`src/rtl/core/h2r_pkg.sv`:
```
`timescale 1ns / 1ps
`default_nettype none
// ----------------------------------------------------------------------------
// h2r_pkg
// shared types and constants of the hsv to rgb222 converter
// ----------------------------------------------------------------------------
package h2r_pkg;

    typedef logic [2:0] t_sector;

    // configuration register indexes
    localparam logic [1:0] CFG_SATURATION  = 2'd0;
    localparam logic [1:0] CFG_VALUE_LEVEL = 2'd1;

    localparam logic [7:0] FULL_SCALE = 8'd255;

    // three whole turns of 1440 quarter-degrees lift any 13-bit hue above zero
    localparam logic [13:0] HUE_LIFT    = 14'd4320;
    localparam logic [7:0]  SECTOR_SPAN = 8'd240;

    // reciprocals: 2185/2^15 ~ 1/15 (floor), 43/2^8 ~ 1/6, 4369/2^16 ~ 1/15 (with +1)
    localparam logic [14:0] RECIP15_A = 15'd2185;
    localparam logic [7:0]  RECIP6    = 8'd43;
    localparam logic [12:0] RECIP15_B = 13'd4369;

    localparam t_sector SEC_RED_UP      = 3'd0;
    localparam t_sector SEC_RED_DOWN    = 3'd1;
    localparam t_sector SEC_GREEN_UP    = 3'd2;
    localparam t_sector SEC_GREEN_DOWN  = 3'd3;
    localparam t_sector SEC_BLUE_UP     = 3'd4;
    localparam t_sector SEC_BLUE_DOWN   = 3'd5;

endpackage
`default_nettype wire

```
`src/rtl/core/h2r_hue_split.sv`:
```
`timescale 1ns / 1ps
`default_nettype none
// ----------------------------------------------------------------------------
// h2r_hue_split
// two-stage hue wrap: splits a signed quarter-degree hue into a 60-degree
// sector and the offset within that sector
// ----------------------------------------------------------------------------
module h2r_hue_split (
    input  wire                    i_clk,
    input  wire                    i_ce,
    input  wire  [12:0]            i_hue,
    output h2r_pkg::t_sector       o_sector,
    output logic [7:0]             o_offset
);
    import h2r_pkg::*;

    logic [13:0] w_lifted;
    logic [24:0] w_q_prod;
    logic [13:0] r_lifted;
    logic [5:0]  r_quot;
    logic [13:0] w_rem;
    logic [13:0] w_q6_prod;
    logic [2:0]  w_q6;
    logic [5:0]  w_sec_full;
    t_sector     r_sector;
    logic [7:0]  r_offset;

    // stage 1: lift into positive range, quotient by 240 as (u >> 4) / 15
    assign w_lifted = 14'($signed({i_hue[12], i_hue}) + $signed(HUE_LIFT));
    assign w_q_prod = 25'(w_lifted[13:4]) * 25'(RECIP15_A);

    always_ff @(posedge i_clk) begin
        if (i_ce) begin
            r_lifted <= w_lifted;
            r_quot   <= w_q_prod[20:15];
        end
    end

    // stage 2: remainder within the sector, sector is quotient mod 6
    assign w_rem      = 14'(r_lifted - 14'(r_quot) * 14'(SECTOR_SPAN));
    assign w_q6_prod  = 14'(r_quot) * 14'(RECIP6);
    assign w_q6       = w_q6_prod[10:8];
    assign w_sec_full = 6'(r_quot - 6'(w_q6) * 6'd6);

    always_ff @(posedge i_clk) begin
        if (i_ce) begin
            r_offset <= w_rem[7:0];
            r_sector <= w_sec_full[2:0];
        end
    end

    assign o_sector = r_sector;
    assign o_offset = r_offset;

endmodule
`default_nettype wire

```
`src/rtl/core/hsv_to_rgb222_converter.sv`:
```
`timescale 1ns / 1ps
`default_nettype none
// ----------------------------------------------------------------------------
// hsv_to_rgb222_converter
// hue stream in, rgb222 pixel stream out, saturation and value from registers
// ----------------------------------------------------------------------------
// Takes one hue per clock and returns one RGB222 pixel per hue through a
// five-stage pipeline (hue wrap, sector split and chroma, ramp product,
// ramp scale, channel mix and pack). The whole pipeline advances together:
// it moves whenever the output register is empty or being taken, so a stall
// on the output holds every stage in place and also holds off the input.
// Saturation and value must be written through the configuration port only
// while no pixel is in flight; the block itself does not enforce this.
// ----------------------------------------------------------------------------
module hsv_to_rgb222_converter (
    input  wire         i_clk,
    input  wire         i_rst_n,
    // configuration
    input  wire         i_cfg_we,
    input  wire  [1:0]  i_cfg_addr,
    input  wire  [7:0]  i_cfg_data,
    // hue stream
    input  wire         s_axis_tvalid,
    output logic        s_axis_tready,
    input  wire  [15:0] s_axis_tdata,   // [12:0] hue_quarter_deg, [15:13] zero
    // pixel stream
    output logic        m_axis_tvalid,
    input  wire         m_axis_tready,
    output logic [7:0]  m_axis_tdata    // [7:0] packed_colour
);
    import h2r_pkg::*;

    logic        w_ce;
    logic [7:0]  r_saturation;
    logic [7:0]  r_value;

    logic        r_vld1, r_vld2, r_vld3, r_vld4, r_vld5;

    logic [15:0] r_vs;
    t_sector     w_sector;
    logic [7:0]  w_offset;
    logic [16:0] w_c_sum;
    logic [7:0]  r_c2;

    logic [7:0]  w_ramp_arg;
    logic [15:0] r_ramp_p;
    logic [7:0]  r_c3, r_m3;
    t_sector     r_sec3;

    logic [25:0] w_x_prod;
    logic [7:0]  r_x4, r_c4, r_m4;
    t_sector     r_sec4;

    logic [7:0]  w_r, w_g, w_b;
    logic [7:0]  w_r_out, w_g_out, w_b_out;
    logic [7:0]  r_tdata;

    assign w_ce          = !r_vld5 || m_axis_tready;
    assign s_axis_tready = w_ce;

    always_ff @(posedge i_clk) begin
        if (!i_rst_n) begin
            r_saturation <= FULL_SCALE;
            r_value      <= FULL_SCALE;
        end else if (i_cfg_we) begin
            case (i_cfg_addr)
                CFG_SATURATION:  r_saturation <= i_cfg_data;
                CFG_VALUE_LEVEL: r_value      <= i_cfg_data;
                default: ;
            endcase
        end
    end

    always_ff @(posedge i_clk) begin
        if (!i_rst_n) begin
            r_vld1 <= 1'b0;
            r_vld2 <= 1'b0;
            r_vld3 <= 1'b0;
            r_vld4 <= 1'b0;
            r_vld5 <= 1'b0;
        end else if (w_ce) begin
            r_vld1 <= s_axis_tvalid;
            r_vld2 <= r_vld1;
            r_vld3 <= r_vld2;
            r_vld4 <= r_vld3;
            r_vld5 <= r_vld4;
        end
    end

    // stages 1 and 2 of the hue path
    h2r_hue_split u_hue_split (
        .i_clk    (i_clk),
        .i_ce     (w_ce),
        .i_hue    (s_axis_tdata[12:0]),
        .o_sector (w_sector),
        .o_offset (w_offset)
    );

    // stage 1: v*s
    always_ff @(posedge i_clk) begin
        if (w_ce) begin
            r_vs <= 16'(r_value) * 16'(r_saturation);
        end
    end

    // stage 2: c = v*s/255, exact for every product of two 8-bit levels
    assign w_c_sum = 17'(r_vs) + 17'd1 + 17'(r_vs[15:8]);

    always_ff @(posedge i_clk) begin
        if (w_ce) begin
            r_c2 <= w_c_sum[15:8];
        end
    end

    // stage 3: ramp numerator, rising on even sectors, falling on odd
    assign w_ramp_arg = w_sector[0] ? 8'(SECTOR_SPAN - w_offset) : w_offset;

    always_ff @(posedge i_clk) begin
        if (w_ce) begin
            r_ramp_p <= 16'(r_c2) * 16'(w_ramp_arg);
            r_m3     <= 8'(r_value - r_c2);
            r_c3     <= r_c2;
            r_sec3   <= w_sector;
        end
    end

    // stage 4: x = p/240 as ((p >> 4) + 1) * 4369 >> 16
    assign w_x_prod = 26'(13'(r_ramp_p[15:4]) + 13'd1) * 26'(RECIP15_B);

    always_ff @(posedge i_clk) begin
        if (w_ce) begin
            r_x4   <= w_x_prod[23:16];
            r_c4   <= r_c3;
            r_m4   <= r_m3;
            r_sec4 <= r_sec3;
        end
    end

    // stage 5: channel mix by sector, add offset, pack top bits
    always_comb begin
        case (r_sec4)
            SEC_RED_UP:     begin w_r = r_c4; w_g = r_x4; w_b = 8'd0; end
            SEC_RED_DOWN:   begin w_r = r_x4; w_g = r_c4; w_b = 8'd0; end
            SEC_GREEN_UP:   begin w_r = 8'd0; w_g = r_c4; w_b = r_x4; end
            SEC_GREEN_DOWN: begin w_r = 8'd0; w_g = r_x4; w_b = r_c4; end
            SEC_BLUE_UP:    begin w_r = r_x4; w_g = 8'd0; w_b = r_c4; end
            default:        begin w_r = r_c4; w_g = 8'd0; w_b = r_x4; end
        endcase
    end

    assign w_r_out = 8'(w_r + r_m4);
    assign w_g_out = 8'(w_g + r_m4);
    assign w_b_out = 8'(w_b + r_m4);

    always_ff @(posedge i_clk) begin
        if (w_ce) begin
            r_tdata <= {w_r_out[7:6], w_g_out[7:6], w_b_out[7:6], 2'b00};
        end
    end

    assign m_axis_tvalid = r_vld5;
    assign m_axis_tdata  = r_tdata;

endmodule
`default_nettype wire

```
`config.mk`:
```
export PLATFORM = sky130hd
export DESIGN_NAME = hsv_to_rgb222_converter
export DESIGN_NICKNAME = d
export VERILOG_FILES = /design/src/rtl/core/h2r_pkg.sv /design/src/rtl/core/h2r_hue_split.sv /design/src/rtl/core/hsv_to_rgb222_converter.sv
export SDC_FILE = /design/constraint.sdc
export NUM_CORES = 1
export LEC_CHECK = 0
export BUFFER_PORTS_ARGS = -buffer_cell sky130_fd_sc_hd__clkbuf_2
export CAP_MARGIN = 20
export CORE_MARGIN = 2
export CORE_UTILIZATION = 30
export CTS_BUF_LIST = sky130_fd_sc_hd__clkbuf_8 sky130_fd_sc_hd__clkbuf_16
export DETAILED_ROUTE_END_ITERATION = 6
export GPL_ROUTABILITY_DRIVEN = 0
export GPL_TIMING_DRIVEN = 0
export PLACE_DENSITY = 0.51
export SYNTH_ARGS = -nofsm -noshare
export SYNTH_HDL_FRONTEND = slang
export SYNTH_SLANG_ARGS = --single-unit
```
`constraint.sdc`:
```
create_clock -name i_clk -period 14.76 [get_ports i_clk]
set_clock_uncertainty 0.2 [all_clocks]
set_input_delay 0.738 -clock i_clk [delete_from_list [all_inputs] [get_ports i_clk]]
set_output_delay 0.738 -clock i_clk [all_outputs]
set_load 0.02 [all_outputs]
```
==> impl_metrics.toml, run 1 <==
[outcome]
outcome = "complete, no violations"

[die]
start_util_pct = 30.4
io_pins = 41
die_x_um = 213
rows = 76
die_area_mm2 = 0.0452
die_h_um = 213
core_area_mm2 = 0.0430

[clock_tree]
cts_tree = "built"
htree_num_levels = 4
cts-resized-gates = 0
numCtsBuffers = 17
clk_pin_slew_ns = 0.07
holdBufCountCts = 0
cts-root-buf = "clkbuf_16"
clockBufferDepth = 2
postCtsSetupBuffers = 0
cts_sinks = 134
clock_latency_ns = 0.43

[setup_path]
startpoint_type = "register"
cp_slowest_cell = "fa_1"
r2r_start = "u_hue_split.o_offset[0]$_DFFE_PP_"
r2r_setup_slack_ns = 8.72
worst_r2r_endpoint = "r_ramp_p[13]$_DFFE_PP_"
cp_top_family = "adder cells"
reg2reg_depth = 20
worst-path-buf-inv = 4
path_max_fanout = 6
end_kind = "register"
worstPathArrival_ns = 6.01
path_class = "reg2reg"
crit_chain = "inv_1 > ha_1 > nand2_1 > nand3_1 > nand2_1 > xnor2_1 > nand2_1 > fa_1 > fa_1 > inv_1 > fa_1 > inv_1 > fa_1 > inv_1 > ha_1 > a21boi_0 > o21a_1 > o41ai_1 > o31a_1 > a21oi_1"
critPathRequiredTime_ns = 14.73
slowest_delay_ns = 0.57

[hold_path]
whs_path_depth = 0
holdPathEnd = "r_c4[1]$_DFFE_PP_"
hp-start = "r_c3[1]$_DFFE_PP_"
hp-class = "reg2reg"

[global_routing]
overflow = 0
grt_pass1_wl_um = 44000
track_usage_pct = 12.2
antenna_found_initial = 0
grt_start_max_net_pins = 66
grt_pass1_vias = 8982

[flow_run]
drv_cap = 0

[drt]
routed-wl-met2_um = 12300
drt-initial-drc-count = 486
highest_layer = "met4"
routed_wl_um = 25900
vias_per_cell = 4.54
drc = 0
dr.pass1.iters = 5
wl_met3_um = 762
ant_nets = 0
met1Wirelength_um = 12700
vias = 8797
wl_per_cell_um = 13.4

[cells_and_area]
nets = 1687
n_fill_cell = 4443
antenna_cells = 0
layout_commonest_cell = "ha_1"
area_growth_pct = 11.8
final_cell_mix = "226 x ha_1, 186 x inv_1, 113 x edfxtp_1"
final_layout_size_suffix_gt1_share_pct = 6.07

[placed_design]
io_buffers = 35
place_ws_ns = 8.71
dp_hpwl_um = 20900

[timing]
finalSetupViolCount = 0
max_freq_mhz = 166
tightest_slew_ns = 0.996
fin_tns_setup_ns = 0
finalHoldViolations = 0
drv_slew = 0
fin_crit_sh_pct = 40.9
rsz0062_at_grt = "no"
relSlewSlack_pct = 33.4
min_period_ns = 6.04
worst_slack_ns = 8.72

[logic_synthesis]
yosysSeqAreaShare_pct = 29.2
synthCells = 1283
ys_ff_latch = 134
synth_edf_count = 113
netlist_area_mm2 = 0.0131
syn_avg_cell_area_um2 = 10.2
yosysWarnings = 0
synth.distinct_cells = 60
synth_ff_type = "edfxtp_1"
synth_async_sr_flop_share_pct = 0
-- Yosys cell counts, drive strengths merged (4+ instances only) --
cell type	n	share of area [%]
buf	4	0.19
mux2i	7	0.54
nand4	10	0.48
xnor2	73	4.9
clkbuf	16	0.46
and4	4	0.27
and3	8	0.38
clkinv	4	0.11
o21bai	4	0.23
a31oi	8	0.38
inv	186	5.3
dfxtp	21	3.2
nor3	12	0.46
a22oi	13	0.79
nand3	34	1.3
a211oi	4	0.23
fa	91	14
and2	54	2.6
xor2	27	1.8
nor2	60	1.7
nand2	102	2.9
nand2b	14	0.67
o211ai	5	0.29
a21oi	55	2.1
nor2b	19	0.91
o21ai	27	1.0
edfxtp	113	26
a22o	6	0.40
ha	226	22
a21boi	4	0.23
a21o	24	1.4
o21a	10	0.58
-- worst reg2reg max path: stages, from the launching register on --
cell,delay (ns)
edfxtp_1,0.53
inv_1,0.26
ha_1,0.24
nand2_1,0.06
nand3_1,0.08
nand2_1,0.09
xnor2_1,0.45
nand2_1,0.16
fa_1,0.54
fa_1,0.57
inv_1,0.06
fa_1,0.52
inv_1,0.05
fa_1,0.52
inv_1,0.04
ha_1,0.33
a21boi_0,0.16
o21a_1,0.22
o41ai_1,0.47
o31a_1,0.19
a21oi_1,0.05
-- cell type report --
type	instances	area (µm²)	share of cell area [%]
Buffer	20	88.8	0.609
Clock buffer	17	425	2.92
Clock inverter	15	169	1.16
Inverter	190	713	4.89
Multi-Input combinational cell	940	8450	57.9
Sequential cell	134	3810	26.1
Tap cell	585	732	5.02
Timing Repair Buffer	36	203	1.39
-- stage by stage --
step	hold WS [ns]	instance area, µm²	util [%]	std cells
global placement	0.201	14000	32.5	1904
detailed placement	0.205	14000	32.6	1905
floorplan	0.200	13100	-	1284
finish	0.218	14600	33.9	1937
global route	0.225	14600	33.9	1937
CTS	0.219	14600	33.9	1937
-- cells by family after synthesis --
logic type	count (synthesis)	synth area share [%]
and+or+nand+nor	334	12.7
adders and majority gates	317	35.6
buffers and inverters	210	6.12
AOI/OAI and AO/OA	177	8.79
DFF	134	29.2
xor gates and xnor gates	100	6.71
muxes	10	0.796
other	1	0.0287
-- per-layer routing --
layer  global-route usage [%]  up-vias
met3                     1.95       14
met1                     16.6     4176
met2                     20.5      132
li1                         -     4475
met5                        0        -
met4                     2.82        0
-- worst max-delay path by stage --
| stage | depth (start not counted) | endpoint | start |
|---|---|---|---|
| floorplan | 19 | r_ramp_p[13]$_DFFE_PP_ | u_hue_split.o_offset[0]$_DFFE_PP_ |
| global placement | 4 | s_axis_tready | m_axis_tready |
| detailed placement | 20 | r_ramp_p[13]$_DFFE_PP_ | u_hue_split.o_offset[0]$_DFFE_PP_ |
| CTS | 20 | r_ramp_p[13]$_DFFE_PP_ | u_hue_split.o_offset[0]$_DFFE_PP_ |
| global route | 20 | r_ramp_p[13]$_DFFE_PP_ | u_hue_split.o_offset[0]$_DFFE_PP_ |
| finish | 20 | r_ramp_p[13]$_DFFE_PP_ | u_hue_split.o_offset[0]$_DFFE_PP_ |
-- registers in the layout, indices dropped and copies added (netlist names), 3 cells and up --
signal	flops
r_vs	16
r_ramp_p	12
r_c2	8
r_c3	8
r_c4	8
r_m3	8
r_m4	8
r_saturation	8
r_value	8
r_x4	8
u_hue_split.o_offset	8
u_hue_split.r_lifted	8
m_axis_tdata	6
u_hue_split.r_quot	6
r_sec3	3
r_sec4	3
u_hue_split.o_sector	3
Power of run 1 is left out: the tool's default activity adds up to more than one toggle a clock period on the data nets, which glitch-free logic cannot reach.
==> run 2, diff against run 1 <==
--- a/config.mk
+++ b/config.mk
@@ -5,6 +5,7 @@
 export SDC_FILE = /design/constraint.sdc
 export NUM_CORES = 1
 export LEC_CHECK = 0
+export ABC_AREA = 1
 export BUFFER_PORTS_ARGS = -buffer_cell sky130_fd_sc_hd__clkbuf_2
 export CAP_MARGIN = 20
 export CORE_MARGIN = 2
==> constraint.sdc (replaced) <==
create_clock -name i_clk -period 5.78 [get_ports i_clk]
set_clock_uncertainty 0.2 [all_clocks]
set_input_delay 0.289 -clock i_clk [delete_from_list [all_inputs] [get_ports i_clk]]
set_output_delay 0.289 -clock i_clk [all_outputs]
set_load 0.02 [all_outputs]
==> impl_metrics.toml, run 2 <==
[clock_tree]
cts_tree = "built"
cts_sinks = 134
clockBufferDepth = 2
clk_pin_slew_ns = 0.07
clock_latency_ns = 0.44
htree_num_levels = 4
numCtsBuffers = 17
cts-root-buf = "clkbuf_16"
postCtsSetupBuffers = 0

[setup_path]
startpoint_type = "register"
path_max_fanout = 9
reg2reg_depth = 25
critPathRequiredTime_ns = 5.77
worstPathArrival_ns = 5.39
end_kind = "register"
path_class = "reg2reg"

[cells_and_area]
reg.largest.list = "r_vs: 16 flops, r_ramp_p: 12 flops"
area_growth_pct = 12.6
nets = 2128
layout_commonest_cell = "nand2_1"
top_register = "r_vs"
n_fill_cell = 4816
final_cell_mix = "368 x nand2_1, 358 x inv_1, 226 x ha_1"
largest_reg_flops = 16
antenna_cells = 0
final_layout_size_suffix_gt1_share_pct = 6.64

[timing]
rsz0062_at_grt = "no"
relSlewSlack_pct = 59.1
max_freq_mhz = 185
tightest_slew_ns = 0.613
fin_tns_setup_ns = 0
fin_crit_sh_pct = 93.5
drv_slew = 0
finalHoldViolations = 0
min_period_ns = 5.40
finalSetupViolCount = 0

[global_routing]
grt_pass1_vias = 11000
antenna_found_initial = 0
overflow = 0
grt_start_max_net_pins = 81
grt_pass1_wl_um = 51700
track_usage_pct = 12.7

[die]
io_pins = 41
die_x_um = 221
start_util_pct = 30.4
core_area_mm2 = 0.0466
die_h_um = 221
rows = 79
die_area_mm2 = 0.0490

[logic_synthesis]
yosysWarnings = 0
synth.distinct_cells = 50
ys_ff_latch = 134
syn_avg_cell_area_um2 = 8.32
synthMostInstantiatedCell = "nand2_1"
yosysTopAreaCellShare_pct = 24.0
synthCells = 1703
synth.area.top_cells = "edfxtp_1 24%, ha_1 20%, fa_1 13%, nand2_1 9.8%, inv_1 9.5%"
synth_async_sr_flop_share_pct = 0
synth_ff_type = "edfxtp_1"
netlist_area_mm2 = 0.0142
synth_common_cells = "368 x nand2_1, 359 x inv_1, 226 x ha_1"
yosysSeqAreaShare_pct = 26.9
synth_edf_count = 113
synth.largest_area_cell = "edfxtp_1"

[drt]
ant_nets = 0
drt-initial-drc-count = 531
routed_wl_um = 29300
vias_per_cell = 4.48
dr.pass1.iters = 6
wl_per_cell_um = 12.2
vias = 10700
drc = 0

[hold_path]
hp-class = "in2reg"
whs_path_depth = 4

[flow_run]
drv_cap = 0

[outcome]
outcome = "complete, no violations"

[placed_design]
io_buffers = 35
dp_hpwl_um = 24200
run 2: per-layer routing:
layer	up-vias	track usage, %	share of wire [%]	wire length (µm)
li1	5608	-	-	-
met1	4985	16.4	48	14000
met3	29	1.70	2.8	808
met2	124	22.1	48	14100
met4	0	3.98	1.6	475
met5	-	0	0	0
run 2: final timing paths:
path,from,endpoint,slack (ns)
min reg2reg,r_c3[2]$_DFFE_PP_,r_c4[2]$_DFFE_PP_,0.22
min,i_cfg_addr[1],r_saturation[5]$_SDFFE_PN1P_,0.03
max,u_hue_split.o_offset[0]$_DFFE_PP_,r_ramp_p[15]$_DFFE_PP_,0.38
max reg2reg,u_hue_split.o_offset[0]$_DFFE_PP_,r_ramp_p[15]$_DFFE_PP_,0.38
run 2: worst max-delay path: stages (launching register included):
cell	delay, ns
edfxtp_1	0.34
buf_6	0.15
inv_1	0.05
ha_1	0.22
nand4_1	0.14
a21boi_0	0.23
or2_1	0.14
nand2_2	0.09
inv_2	0.13
nor2_1	0.07
fa_1	0.52
inv_1	0.06
fa_1	0.53
inv_1	0.06
fa_1	0.52
inv_1	0.06
fa_1	0.53
inv_1	0.04
ha_1	0.37
nand2_1	0.09
inv_1	0.05
nand4_1	0.09
o211ai_1	0.17
nand2_1	0.13
nand3b_1	0.10
nand2_1	0.07
run 2: timing repair:
action,4_1_cts,5_1_grt
gates resized for setup,0,0
hold endpoints to repair,23,0
hold buffers,21,0
run 2: kinds of logic after synthesis:
| logic type | Yosys count | share of synthesized area (%) |
|---|---|---|
| simple gates | 629 | 18.8 |
| buf+inv | 394 | 10.6 |
| fa+ha+maj | 317 | 32.8 |
| compound gates | 171 | 7.29 |
| flops | 134 | 26.9 |
| xor+xnor | 57 | 3.58 |
| other cells | 1 | 0.0265 |
run 2: area by class of cell:
type	instances	area, µm²	area share (%)
timing repair buffer	57	413	2.59
buffer	24	113	0.706
tap	607	759	4.76
sequential	134	3810	23.9
multi-input combinational	1176	8860	55.5
inverter	370	1390	8.74
clock buffer	17	425	2.67
clock inverter	15	178	1.11
run 2: through the flow:
stage / util (%) / instances / setup WS, ns / hold WS (ns) / cell area (µm²)
floorplan: - / 1704 / 0.739 / 0.188 / 14200
global placement: 32.4 / 2346 / 0.406 / 0.202 / 15100
detailed placement: 32.5 / 2347 / 0.377 / 0.205 / 15100
CTS: 34.3 / 2400 / 0.360 / 0.00392 / 16000
global route: 34.3 / 2400 / 0.00892 / 0.0641 / 16000
finish: 34.3 / 2400 / 0.378 / 0.0271 / 16000
Power of run 2 is left out for the same reason.
==> run 3, diff against run 2 <==
--- a/config.mk
+++ b/config.mk
@@ -5,7 +5,7 @@
 export SDC_FILE = /design/constraint.sdc
 export NUM_CORES = 1
 export LEC_CHECK = 0
-export ABC_AREA = 1
+export ABC_AREA = 0
 export BUFFER_PORTS_ARGS = -buffer_cell sky130_fd_sc_hd__clkbuf_2
 export CAP_MARGIN = 20
 export CORE_MARGIN = 2
==> impl_metrics.toml, run 3 (same netlist as run 1, synthesis figures left out) <==
[outcome]
outcome = "complete, no violations"

[timing]
min_period_ns = 5.51
finalHoldViolations = 0
relSlewSlack_pct = 32.6
finalSetupViolCount = 0
drv_slew = 0
tightest_slew_ns = 1.01
max_freq_mhz = 181
fin_crit_sh_pct = 95.4
worst_slack_ns = 0.267

[drt]
drc = 0
drt-initial-drc-count = 489
vias_per_cell = 4.54
dr.pass1.iters = 6
routed_wl_um = 26200
ant_nets = 0
vias = 8912
wl_per_cell_um = 13.3

[die]
start_util_pct = 30.4
die_x_um = 213
io_pins = 41
core_area_mm2 = 0.0430
die_area_mm2 = 0.0452
die_h_um = 213
rows = 76

[setup_path]
worstPathArrival_ns = 5.48
end_kind = "register"
path_class = "reg2reg"
startpoint_type = "register"
critPathRequiredTime_ns = 5.75
slowest_delay_ns = 0.57
crit_chain = "nor4_4 > o21ai_1 > xnor2_2 > nand2_1 > fa_1 > fa_1 > inv_1 > fa_1 > inv_1 > fa_1 > inv_1 > ha_1 > a21boi_1 > o21a_1 > o41ai_2 > o31a_1 > a21oi_1"
path_max_fanout = 5
cp_slowest_cell = "fa_1"
crit_path_frequent_cell = "fa_1"

[cells_and_area]
antenna_cells = 0
nets = 1712
top_register = "r_vs"
final_cell_mix = "224 x ha_1, 185 x inv_1, 113 x edfxtp_1"
final_layout_size_suffix_gt1_share_pct = 7.70
layout_commonest_cell = "ha_1"
largest_reg_flops = 16
area_growth_pct = 14.3
reg.largest.list = "r_vs: 16 flops, r_ramp_p: 12 flops"

[global_routing]
antenna_found_initial = 0
grt_start_max_net_pins = 66
track_usage_pct = 12.3
grt_pass1_vias = 9067
overflow = 0
grt_pass1_wl_um = 44300

[placed_design]
dp_hpwl_um = 20900
place_ws_ns = -0.272
io_buffers = 35

[clock_tree]
cts-root-buf = "clkbuf_16"
numCtsBuffers = 17
clock_latency_ns = 0.44
clk_pin_slew_ns = 0.07
cts_tree = "built"
htree_num_levels = 4
clockBufferDepth = 2
cts_sinks = 134

[flow_run]
drv_cap = 0

[hold_path]
hp-class = "in2reg"
==> run 3: cell count changes in the layout (fill, tap and decap cells not counted), sizes merged, moves of 11 or more <==
| cell | previous run | this run |
|---|---|---|
| nand3 | 75 | 34 |
| nor2 | 126 | 60 |
| nand2 | 375 | 102 |
| nand2b | 0 | 14 |
| inv | 377 | 192 |
| xnor2 | 20 | 73 |
| a21o | 8 | 24 |
| o22ai | 21 | 1 |
| a22oi | 0 | 13 |
| and2 | 1 | 54 |
| nand4 | 21 | 10 |
| a21oi | 68 | 55 |
| nor2b | 0 | 19 |
==> run 3: layout make-up <==
class / instances / area, µm²
Tap cell: 585 / 732
Timing Repair Buffer: 61 / 428
Clock buffer: 17 / 425
Fill cell: 4420 / 28100
Sequential cell: 134 / 3810
Clock inverter: 15 / 169
Buffer: 20 / 88.8
Multi-Input combinational cell: 940 / 8560
Inverter: 190 / 713
==> run 3: worst max-delay path, delay by kind of cell, from the launching register on <==
kind / cells / cell delay, ns
flip-flops: 1 / 0.53
buffers and inverters: 3 / 0.15
XOR/XNOR: 1 / 0.31
AND/OR/NAND/NOR: 2 / 0.49
AO/OA/AOI/OAI: 6 / 1.09
adder cells (fa/ha/maj): 5 / 2.47
==> run 3: final timing paths <==
check / from / end / slack, ns / cells past startpoint
min reg2reg: r_m3[2]$_DFFE_PP_ / r_m4[2]$_DFFE_PP_ / 0.22 / 0
min: s_axis_tdata[5] / u_hue_split.r_lifted[5]$_DFFE_PP_ / 0.09 / 2
max: u_hue_split.o_offset[0]$_DFFE_PP_ / r_ramp_p[13]$_DFFE_PP_ / 0.27 / 17
max reg2reg: u_hue_split.o_offset[0]$_DFFE_PP_ / r_ramp_p[13]$_DFFE_PP_ / 0.27 / 17
==> run 3: layer usage <==
metal | share of wire (%) | track usage (%)
met1 | 48 | 16.6
met2 | 48 | 20.8
met3 | 2.9 | 1.96
met4 | 1.0 | 2.82
met5 | 0 | 0
==> run 3: timing repair <==
| item | 4_1_cts | 5_1_grt |
|---|---|---|
| buffers inserted | 2 | 8 |
| pin swaps | 1 | 5 |
| hold buffers | 15 | 0 |
| endpoints found under the setup margin | 4 | 5 |
| hold endpoints to repair | 23 | 0 |
| cloned | 0 | 0 |
| resized for setup | 4 | 16 |
==> run 3: per-stage QoR <==
stage / instance area, µm² / TNS, ns / std cells / hold slack [ns] / utilization (%)
finish: 14900 / 0 / 1962 / 0.0905 / 34.7
detailed placement: 14000 / -0.716 / 1905 / 0.205 / 32.6
global placement: 14000 / -21.42 / 1904 / 0.201 / 32.5
CTS: 14800 / 0 / 1954 / 0.0846 / 34.4
global route: 14900 / -0.0206 / 1962 / 0.113 / 34.7
floorplan: 13100 / 0 / 1284 / 0.188 / -
Power of run 3 is left out for the same reason.
